===== src/hw/rtl/srrip_pkg.sv =====
// shared types and constants for the srrip replacement unit
package srrip_pkg;

  localparam int PAGE_W = 32;
  localparam int CAP_W  = 7;

  localparam logic [CAP_W-1:0] CAP_RESET = 7'd64;

  localparam logic [1:0] RRPV_HIT    = 2'd0;
  localparam logic [1:0] RRPV_INSERT = 2'd2;
  localparam logic [1:0] RRPV_MAX    = 2'd3;

  // controller to datapath
  typedef struct packed {
    logic start;
    logic scan;
    logic dec;
    logic age_start;
    logic age;
    logic push;
  } cmd_t;

  // datapath to controller
  typedef struct packed {
    logic scan_done;
    logic evict;
    logic age_done;
    logic out_free;
  } sts_t;

endpackage


===== src/hw/rtl/srrip_in_if.sv =====
// input channel: one page access per beat
interface srrip_in_if;
  logic                       valid;
  logic                       ready;
  logic [srrip_pkg::PAGE_W-1:0] page;

  modport source (output valid, output page, input ready);
  modport sink (input valid, input page, output ready);
endinterface


===== src/hw/rtl/srrip_out_if.sv =====
// result channel: hit and eviction report per beat
interface srrip_out_if;
  logic                       valid;
  logic                       ready;
  logic                       hit;
  logic                       evicted;
  logic [srrip_pkg::PAGE_W-1:0] evicted_page;

  modport source (output valid, output hit, output evicted, output evicted_page, input ready);
  modport sink (input valid, input hit, input evicted, input evicted_page, output ready);
endinterface


===== src/hw/rtl/srrip_cfg_if.sv =====
// configuration write channel for capacity_in_use
interface srrip_cfg_if;
  logic                      valid;
  logic                      ready;
  logic [srrip_pkg::CAP_W-1:0] data;

  modport source (output valid, output data, input ready);
  modport sink (input valid, input data, output ready);
endinterface


===== src/hw/rtl/srrip_dpath.sv =====
// srrip datapath: tag and rrpv memories, scan tracking, aging sweep, result register
module srrip_dpath #(
  parameter int ENTRIES  = 64,
  parameter int TAG_BITS = 32
) (
  input  logic                clk,
  input  logic                rst_n,
  input  srrip_pkg::cmd_t     cmd,
  output srrip_pkg::sts_t     sts,
  srrip_in_if.sink            in_ch,
  srrip_out_if.source         out_ch,
  srrip_cfg_if.sink           cfg_ch
);
  import srrip_pkg::*;

  localparam int CW = $clog2(ENTRIES + 1);
  localparam int IW = $clog2(ENTRIES);
  localparam int XW = (CW > CAP_W) ? CW : CAP_W;

  logic [TAG_BITS-1:0] tag_mem  [ENTRIES];
  logic [1:0]          rrpv_mem [ENTRIES];

  logic [CAP_W-1:0]    cap_r;
  logic [CW-1:0]       fill_r;
  logic [CW-1:0]       ptr_r;
  logic [TAG_BITS-1:0] key_r;
  logic                rd_vld_r;
  logic [IW-1:0]       rd_idx_r;
  logic [TAG_BITS-1:0] tag_q_r;
  logic [1:0]          rrpv_q_r;
  logic                match_r;
  logic [IW-1:0]       match_idx_r;
  logic                have_r;
  logic [1:0]          max_r;
  logic [IW-1:0]       vic_idx_r;
  logic [TAG_BITS-1:0] vic_tag_r;
  logic [1:0]          age_r;

  logic                res_hit_r;
  logic                res_ev_r;
  logic [PAGE_W-1:0]   res_page_r;
  logic                out_valid_r;
  logic                out_hit_r;
  logic                out_ev_r;
  logic [PAGE_W-1:0]   out_page_r;

  logic                issue;
  logic                room;
  logic [XW-1:0]       cap_ext;
  logic [XW-1:0]       fill_ext;
  logic [2:0]          aged_sum;
  logic [1:0]          aged_val;
  logic                age_wr;

  assign cfg_ch.ready = 1'b1;

  // effective capacity: zero acts as one, entries beyond the memory are not there
  assign cap_ext  = (cap_r == '0) ? XW'(1) : XW'(cap_r);
  assign fill_ext = XW'(fill_r);
  assign room     = (fill_r < CW'(ENTRIES)) && (fill_ext < cap_ext);

  assign issue = (ptr_r < fill_r) && ((cmd.scan && !match_r) || cmd.age);

  assign aged_sum = {1'b0, rrpv_q_r} + {1'b0, age_r};
  assign aged_val = (aged_sum > {1'b0, RRPV_MAX}) ? RRPV_MAX : aged_sum[1:0];
  assign age_wr   = cmd.age && rd_vld_r;

  assign sts.scan_done = ((ptr_r >= fill_r) || match_r) && !rd_vld_r;
  assign sts.evict     = !match_r && !room;
  assign sts.age_done  = (ptr_r >= fill_r) && !rd_vld_r;
  assign sts.out_free  = !out_valid_r || out_ch.ready;

  assign out_ch.valid        = out_valid_r;
  assign out_ch.hit          = out_hit_r;
  assign out_ch.evicted      = out_ev_r;
  assign out_ch.evicted_page = out_page_r;

  // memory read port, registered data
  always_ff @(posedge clk) begin
    if (issue) begin
      tag_q_r  <= tag_mem[ptr_r[IW-1:0]];
      rrpv_q_r <= rrpv_mem[ptr_r[IW-1:0]];
    end
  end

  // tag write: new line on fill or replacement
  always_ff @(posedge clk) begin
    if (cmd.dec && !match_r) begin
      if (room) begin
        tag_mem[fill_r[IW-1:0]] <= key_r;
      end else begin
        tag_mem[vic_idx_r] <= key_r;
      end
    end
  end

  // rrpv write: hit promote, fill insert, or aging sweep with victim reinsert
  always_ff @(posedge clk) begin
    if (cmd.dec && match_r) begin
      rrpv_mem[match_idx_r] <= RRPV_HIT;
    end else if (cmd.dec && room) begin
      rrpv_mem[fill_r[IW-1:0]] <= RRPV_INSERT;
    end else if (age_wr) begin
      rrpv_mem[rd_idx_r] <= (rd_idx_r == vic_idx_r) ? RRPV_INSERT : aged_val;
    end
  end

  // payload registers
  always_ff @(posedge clk) begin
    if (cmd.start) begin
      key_r <= TAG_BITS'(in_ch.page);
    end
    if (issue) begin
      rd_idx_r <= ptr_r[IW-1:0];
    end
    if (cmd.scan && rd_vld_r) begin
      if (!match_r && tag_q_r == key_r) begin
        match_idx_r <= rd_idx_r;
      end
      // first entry holding the largest value becomes the victim after aging
      if (!have_r || rrpv_q_r > max_r) begin
        max_r     <= rrpv_q_r;
        vic_idx_r <= rd_idx_r;
        vic_tag_r <= tag_q_r;
      end
    end
    if (cmd.age_start) begin
      age_r <= RRPV_MAX - max_r;
    end
    if (cmd.dec) begin
      res_hit_r  <= match_r;
      res_ev_r   <= !match_r && !room;
      res_page_r <= (!match_r && !room) ? PAGE_W'(vic_tag_r) : '0;
    end
    if (cmd.push) begin
      out_hit_r  <= res_hit_r;
      out_ev_r   <= res_ev_r;
      out_page_r <= res_page_r;
    end
  end

  // control registers
  always_ff @(posedge clk) begin
    if (!rst_n) begin
      cap_r       <= CAP_RESET;
      fill_r      <= '0;
      ptr_r       <= '0;
      rd_vld_r    <= 1'b0;
      match_r     <= 1'b0;
      have_r      <= 1'b0;
      out_valid_r <= 1'b0;
    end else begin
      if (cfg_ch.valid) begin
        cap_r <= cfg_ch.data;
      end
      if (cmd.start || cmd.age_start) begin
        ptr_r <= '0;
      end else if (issue) begin
        ptr_r <= ptr_r + CW'(1);
      end
      rd_vld_r <= issue;
      if (cmd.start) begin
        match_r <= 1'b0;
        have_r  <= 1'b0;
      end else if (cmd.scan && rd_vld_r) begin
        have_r <= 1'b1;
        if (tag_q_r == key_r) begin
          match_r <= 1'b1;
        end
      end
      if (cmd.dec && !match_r && room) begin
        fill_r <= fill_r + CW'(1);
      end
      if (cmd.push) begin
        out_valid_r <= 1'b1;
      end else if (out_ch.ready) begin
        out_valid_r <= 1'b0;
      end
    end
  end

  a_fill_bound: assert property (@(posedge clk) disable iff (!rst_n)
    fill_r <= CW'(ENTRIES))
    else $error("fill count beyond directory size");

  a_hit_no_evict: assert property (@(posedge clk) disable iff (!rst_n)
    out_valid_r |-> !(out_hit_r && out_ev_r))
    else $error("hit reported together with eviction");

  a_evict_page_zero: assert property (@(posedge clk) disable iff (!rst_n)
    (out_valid_r && !out_ev_r) |-> (out_page_r == '0))
    else $error("evicted page nonzero without eviction");

  a_push_free: assert property (@(posedge clk) disable iff (!rst_n)
    cmd.push |-> (!out_valid_r || out_ch.ready))
    else $error("result pushed over a waiting beat");

endmodule


===== src/hw/rtl/srrip_ctrl.sv =====
// srrip controller: sequences lookup scan, decision, aging sweep and result push
module srrip_ctrl (
  input  logic            clk,
  input  logic            rst_n,
  input  logic            in_valid,
  output logic            in_ready,
  input  srrip_pkg::sts_t sts,
  output srrip_pkg::cmd_t cmd
);
  import srrip_pkg::*;

  localparam logic [2:0] ST_IDLE   = 3'd0;
  localparam logic [2:0] ST_SCAN   = 3'd1;
  localparam logic [2:0] ST_DECIDE = 3'd2;
  localparam logic [2:0] ST_AGE    = 3'd3;
  localparam logic [2:0] ST_DONE   = 3'd4;

  logic [2:0] state_r;
  logic [2:0] state_nxt;

  assign in_ready = (state_r == ST_IDLE);

  always_comb begin
    state_nxt = state_r;
    cmd       = '0;
    case (state_r)
      ST_IDLE: begin
        if (in_valid) begin
          cmd.start = 1'b1;
          state_nxt = ST_SCAN;
        end
      end
      ST_SCAN: begin
        cmd.scan = 1'b1;
        if (sts.scan_done) begin
          state_nxt = ST_DECIDE;
        end
      end
      ST_DECIDE: begin
        cmd.dec = 1'b1;
        if (sts.evict) begin
          cmd.age_start = 1'b1;
          state_nxt     = ST_AGE;
        end else begin
          state_nxt = ST_DONE;
        end
      end
      ST_AGE: begin
        cmd.age = 1'b1;
        if (sts.age_done) begin
          state_nxt = ST_DONE;
        end
      end
      ST_DONE: begin
        if (sts.out_free) begin
          cmd.push  = 1'b1;
          state_nxt = ST_IDLE;
        end
      end
      default: begin
        state_nxt = ST_IDLE;
      end
    endcase
  end

  always_ff @(posedge clk) begin
    if (!rst_n) begin
      state_r <= ST_IDLE;
    end else begin
      state_r <= state_nxt;
    end
  end

  a_decide_after_scan: assert property (@(posedge clk) disable iff (!rst_n)
    (state_r == ST_DECIDE) |-> ($past(state_r) == ST_SCAN && $past(sts.scan_done)))
    else $error("decision without a finished scan");

  a_accept_to_scan: assert property (@(posedge clk) disable iff (!rst_n)
    (in_valid && in_ready) |=> (state_r == ST_SCAN))
    else $error("accepted beat did not start a scan");

endmodule


===== src/hw/rtl/srrip_replacement_unit.sv =====
// srrip replacement unit top level: fully associative directory with 2-bit static rrip
// a result is pushed once the lookup scan and, on a replacement, the aging sweep are over,
//   and only when the result channel is free
// throughput: one access at a time; set by the one-entry-per-cycle sweeps of the tag and
//   rrpv memories (lookup scan, then aging sweep on a replacement)
// reset: synchronous active-low rst_n empties the directory and sets capacity to 64
module srrip_replacement_unit #(
  parameter int ENTRIES  = 64,
  parameter int TAG_BITS = 32
) (
  input  logic        clk,
  input  logic        rst_n,
  srrip_in_if.sink    in_ch,
  srrip_out_if.source out_ch,
  srrip_cfg_if.sink   cfg_ch
);
  import srrip_pkg::*;

  cmd_t cmd;
  sts_t sts;

  srrip_ctrl u_ctrl (
    .clk      (clk),
    .rst_n    (rst_n),
    .in_valid (in_ch.valid),
    .in_ready (in_ch.ready),
    .sts      (sts),
    .cmd      (cmd)
  );

  srrip_dpath #(
    .ENTRIES  (ENTRIES),
    .TAG_BITS (TAG_BITS)
  ) u_dpath (
    .clk    (clk),
    .rst_n  (rst_n),
    .cmd    (cmd),
    .sts    (sts),
    .in_ch  (in_ch),
    .out_ch (out_ch),
    .cfg_ch (cfg_ch)
  );

endmodule

===== src/flat_wrapper.sv =====
// flat-port wrapper written by rule: the top's interface ports become plain ports
module srrip_replacement_unit_flat import srrip_pkg::*;
#(
  parameter int ENTRIES  = 64,
  parameter int TAG_BITS = 32
)
  (clk, rst_n, in_ch_valid, in_ch_page, in_ch_ready, out_ch_valid, out_ch_hit, out_ch_evicted, out_ch_evicted_page, out_ch_ready, cfg_ch_valid, cfg_ch_data, cfg_ch_ready);
  srrip_in_if in_ch_i ();
  srrip_out_if out_ch_i ();
  srrip_cfg_if cfg_ch_i ();
  input  logic clk;
  input  logic rst_n;
  input wire logic [$bits(in_ch_i.valid)-1:0] in_ch_valid;
  input wire logic [$bits(in_ch_i.page)-1:0] in_ch_page;
  output wire logic [$bits(in_ch_i.ready)-1:0] in_ch_ready;
  output wire logic [$bits(out_ch_i.valid)-1:0] out_ch_valid;
  output wire logic [$bits(out_ch_i.hit)-1:0] out_ch_hit;
  output wire logic [$bits(out_ch_i.evicted)-1:0] out_ch_evicted;
  output wire logic [$bits(out_ch_i.evicted_page)-1:0] out_ch_evicted_page;
  input wire logic [$bits(out_ch_i.ready)-1:0] out_ch_ready;
  input wire logic [$bits(cfg_ch_i.valid)-1:0] cfg_ch_valid;
  input wire logic [$bits(cfg_ch_i.data)-1:0] cfg_ch_data;
  output wire logic [$bits(cfg_ch_i.ready)-1:0] cfg_ch_ready;
  assign in_ch_i.valid = in_ch_valid;
  assign in_ch_i.page = in_ch_page;
  assign in_ch_ready = in_ch_i.ready;
  assign out_ch_valid = out_ch_i.valid;
  assign out_ch_hit = out_ch_i.hit;
  assign out_ch_evicted = out_ch_i.evicted;
  assign out_ch_evicted_page = out_ch_i.evicted_page;
  assign out_ch_i.ready = out_ch_ready;
  assign cfg_ch_i.valid = cfg_ch_valid;
  assign cfg_ch_i.data = cfg_ch_data;
  assign cfg_ch_ready = cfg_ch_i.ready;
  srrip_replacement_unit #(.ENTRIES(ENTRIES), .TAG_BITS(TAG_BITS)) u_core (.clk(clk), .rst_n(rst_n), .in_ch(in_ch_i), .out_ch(out_ch_i), .cfg_ch(cfg_ch_i));
endmodule

===== config.mk =====
export PLATFORM = sky130hd
export DESIGN_NAME = srrip_replacement_unit_flat
export DESIGN_NICKNAME = d
export VERILOG_FILES = /design/src/hw/rtl/srrip_pkg.sv /design/src/hw/rtl/srrip_in_if.sv /design/src/hw/rtl/srrip_out_if.sv /design/src/hw/rtl/srrip_cfg_if.sv /design/src/hw/rtl/srrip_dpath.sv /design/src/hw/rtl/srrip_ctrl.sv /design/src/hw/rtl/srrip_replacement_unit.sv /design/src/flat_wrapper.sv
export SDC_FILE = /design/constraint.sdc
export NUM_CORES = 2
export LEC_CHECK = 0
export BUFFER_PORTS_ARGS = -buffer_cell sky130_fd_sc_hd__buf_2
export CAP_MARGIN = 20
export CORE_MARGIN = 2
export CORE_UTILIZATION = 55
export CTS_CLUSTER_DIAMETER = 120
export DETAILED_ROUTE_END_ITERATION = 10
export PLACE_DENSITY = 0.71
export SLEW_MARGIN = 20
export SYNTH_ARGS = -nofsm -noshare
export SYNTH_HDL_FRONTEND = slang
export SYNTH_SLANG_ARGS = --single-unit
export TNS_END_PERCENT = 1

===== constraint.sdc =====
create_clock -name clk -period 7.4 [get_ports clk]
set_input_delay 1.48 -clock clk [delete_from_list [all_inputs] [get_ports clk]]
set_output_delay 1.48 -clock clk [all_outputs]
set_load 0.03 [all_outputs]

==> impl_metrics.csv <==
group,metric,value,unit
outcome,status,"finished, final reports clean",
drt,drtIter0Drc,6514,
synthesis,syn_area_per_cell,24.0,um2
grt,grt_pass1_wl,313000,um
floorplanning,row_count,149,
grt,grt_use_total,26.7,%
drt,avgRoutedWirePerCell,34.9,um
cts,clock_path_buffers,3,
worst_setup_path,path_common_cell,"and2_1",
worst_setup_path,endpoint_kind,"flop",
worst_setup_path,cp.arrival,5190,ps
grt,grt_pass1_vias,40700,
cts,worstSkewPairLatency,860,ps
cells_and_area,fin_cells,6408,
power_and_ir_drop,power.density,268,mW/mm2
cells_and_area,fin_nets,4085,
timing,fin_skew,58.3,ps
cts,cts_resized,0,
worst_setup_path,cpPeakStageDelay,1140,ps
timing,tightest_slew,1230,ps
drt,finalWirelength,224000,um
cells_and_area,nFillCells,10700,
synthesis,yosys_warnings,0,
floorplanning,coreArea,0.165,mm2
floorplanning,start_util,55.4,%
flow_run,maxCapViolCount,0,
cts,clkTransAtPathRegs,70,ps
cells_and_area,syn_to_final_growth,12.9,%
floorplanning,die_h,411,um
timing,maxSlewViolCount,0,
timing,holdWs,416,ps
cts,cts_hold_buffers,0,
synthesis,synth-edff-count,2364,
drt,routed_via_density,6.63,
cts,htreeDepth,4,
timing,slew_headroom,18.0,%
timing,setup_tns,0,ps
cts,clkSinkCount,2392,
placed_design,dp.cells,5965,
timing,finalSetupViolCount,0,
timing,min_period,4730,ps
worst_setup_path,startpoint_type,"flop",
timing,rsz0062_at_grt,"no",
synthesis,synth_area,0.0913,mm2
cts,cts_tree,"done",
synthesis,synth_async_sr_flop_share,0,%
floorplanning,die_x,411,um
drt,drt.antenna.violating_nets,0,
worst_setup_path,crit_buf_inv,2,
synthesis,ys_seq_area_share,78.4,%
worst_setup_path,cp_cell_sequence,"inv_1, and2_1, o31ai_2, buf_4, mux2i_1, and2_1, nand2_1, nor2_4",
power_and_ir_drop,p_total,27.6,mW
placed_design,io_buffers,79,
worst_setup_path,cp_max_fo,35,
drt,drc_errors,0,
worst_setup_path,slowest_stage,"nor2_4",
power_and_ir_drop,worst_ir_drop_vdd,0.000228,V
drt,first_pass_iters,6,
grt,grt_max_degree,142,
cells_and_area,drive_gt1_share,31.4,%
power_and_ir_drop,leakagePower,30.7,nW
synthesis,ys_types,55,
worst_setup_path,crit_family,"simple AND/OR/NAND/NOR gates",
cells_and_area,final_area,0.103,mm2
floorplanning,die-area,0.169,mm2
synthesis,ys.flop_type,"edfxtp_1",
timing,max_freq,0.211,GHz
cts,cts_buffers,222,
worst_setup_path,required,7860,ps
cts,cts_root_buffer,"clkbuf_16",
synthesis,syn_inst,3801,
placed_design,gp_congestion,0.925,
worst_setup_path,critPathKind,"flop to flop",
floorplanning,ioPinCount,81,
grt,grt-ovfl-total,0,
min_path,holdCritPathClass,"flop to flop",
synthesis,ys_ff_latch,2392,
cts,post_cts_buffers,0,
timing,finalCritPeriodShare,63.9,%
synthesis,syn_nets,3864,
drt,vias,42500,
placed_design,dpl_cell_area,0.0950,mm2
placed_design,dp_hpwl,135000,um
grt,antenna_found_initial,21,
timing,hold_violations,0,
[cell usage in the layout (no fill, tap or decap), types with 7 or more instances in the layout]
master / n
inv_6: 8
nand2_1: 33
dfxtp_1: 22
nor2_1: 104
clkinvlp_4: 7
nor2_4: 64
bufinv_16: 31
and3_1: 34
nor3_1: 10
xor2_1: 30
buf_16: 9
nand4_1: 14
buf_2: 79
ha_1: 18
clkbuf_16: 228
nand3_1: 30
clkbuf_1: 39
nor4_1: 7
mux4_2: 714
mux2i_1: 8
buf_4: 72
xnor2_1: 19
edfxtp_1: 2364
buf_12: 24
inv_1: 27
clkinv_1: 39
o21ai_0: 20
diode_2: 7
a21oi_1: 14
nand2b_1: 9
clkinv_2: 48
[where the power goes]
group / leakage [nW] / internal [mW] / switching [mW]
clock: 3.68 / 6.77 / 4.91
sequential: 21.4 / 15.1 / 0.0564
combinational: 5.60 / 0.166 / 0.645
total: 30.7 / 22.0 / 5.61
[sequential cells by signal (all words and copies together), names as in the netlist, 3 cells and up]
signal / count
u_core.u_dpath.tag_mem: 2048
u_core.u_dpath.rrpv_mem: 128
u_core.u_dpath.key_r: 32
u_core.u_dpath.out_ch.evicted_page: 32
u_core.u_dpath.res_page_r: 32
u_core.u_dpath.tag_q_r: 32
u_core.u_dpath.vic_tag_r: 32
u_core.u_dpath.cap_r: 7
u_core.u_dpath.fill_ext: 7
u_core.u_dpath.ptr_r: 7
u_core.u_dpath.match_idx_r: 6
u_core.u_dpath.rd_idx_r: 6
u_core.u_dpath.vic_idx_r: 6
u_core.u_ctrl.state_r: 3
[per-layer routing]
| layer | up-vias | part of all wire, % | global-route usage (%) |
|---|---|---|---|
| li1 | 16700 | - | - |
| met1 | 22700 | 39 | 40.9 |
| met2 | 2760 | 46 | 39.0 |
| met3 | 277 | 12 | 6.51 |
| met4 | 2 | 2.8 | 7.54 |
| met5 | - | 0.0081 | 0 |
[synth_stat cells (all sizes together) (3+ instances only)]
cell | number | area [um2]
nand2b | 9 | 56.3
nand4 | 15 | 109
a21oi | 15 | 75.1
nand2 | 35 | 131
buf | 49 | 191
or3 | 3 | 18.8
nor2b | 7 | 43.8
o211ai | 4 | 30.0
clkbuf | 139 | 522
edfxtp | 2364 | 71000
inv | 28 | 105
xnor2 | 19 | 166
and3 | 35 | 219
dfxtp | 28 | 561
nand3 | 32 | 185
xor2 | 30 | 263
o21ai | 23 | 119
mux2i | 8 | 80.1
and2 | 6 | 37.5
nor3 | 11 | 55.1
nor2 | 168 | 631
ha | 18 | 225
mux4 | 714 | 16100
a32oi | 3 | 45.1
nor4 | 8 | 56.3
o21a | 3 | 22.5
o31ai | 3 | 27.5
[cell type report]
| class | count | area, um2 | area share, % |
|---|---|---|---|
| Timing Repair Buffer | 185 | 1680 | 1.63 |
| Multi-Input combinational cell | 1193 | 19400 | 18.8 |
| Inverter | 28 | 105 | 0.102 |
| Antenna cell | 7 | 17.5 | 0.0170 |
| Sequential cell | 2392 | 71600 | 69.5 |
| Clock inverter | 141 | 1580 | 1.53 |
| Tap cell | 2189 | 2740 | 2.66 |
| Clock buffer | 273 | 5930 | 5.76 |
[worst paths after layout]
kind | start | slack, ps | to | depth (start not counted)
max | u_core.u_dpath.match_r | 2670 | u_core.u_dpath.tag_mem[54][15] | 8
min | u_core.u_dpath.res_page_r[27] | 420 | u_core.u_dpath.out_ch.evicted_page[27] | 0
max reg2reg | u_core.u_dpath.match_r | 2670 | u_core.u_dpath.tag_mem[54][15] | 8
min reg2reg | u_core.u_dpath.res_page_r[27] | 420 | u_core.u_dpath.out_ch.evicted_page[27] | 0
[stage by stage]
step	utilization [%]	setup WS (ps)
final	62.5	2670
after global routing	62.5	2450
after CTS	62.2	2690
after detailed placement	57.6	2730
after global placement	57.6	2770
after floorplan	-	2180
[logic make-up after synthesis]
logic type | after synthesis | synth area share, %
DFF | 2392 | 78.4
muxes | 722 | 17.7
and+or+nand+nor | 336 | 1.76
buffers and inverters | 216 | 0.897
AOI/OAI and AO/OA | 66 | 0.489
xor gates and xnor gates | 49 | 0.470
adders and majority gates | 19 | 0.269
other | 1 | 0.00411
No activity file was read; power rests on OpenSTA's default activity.
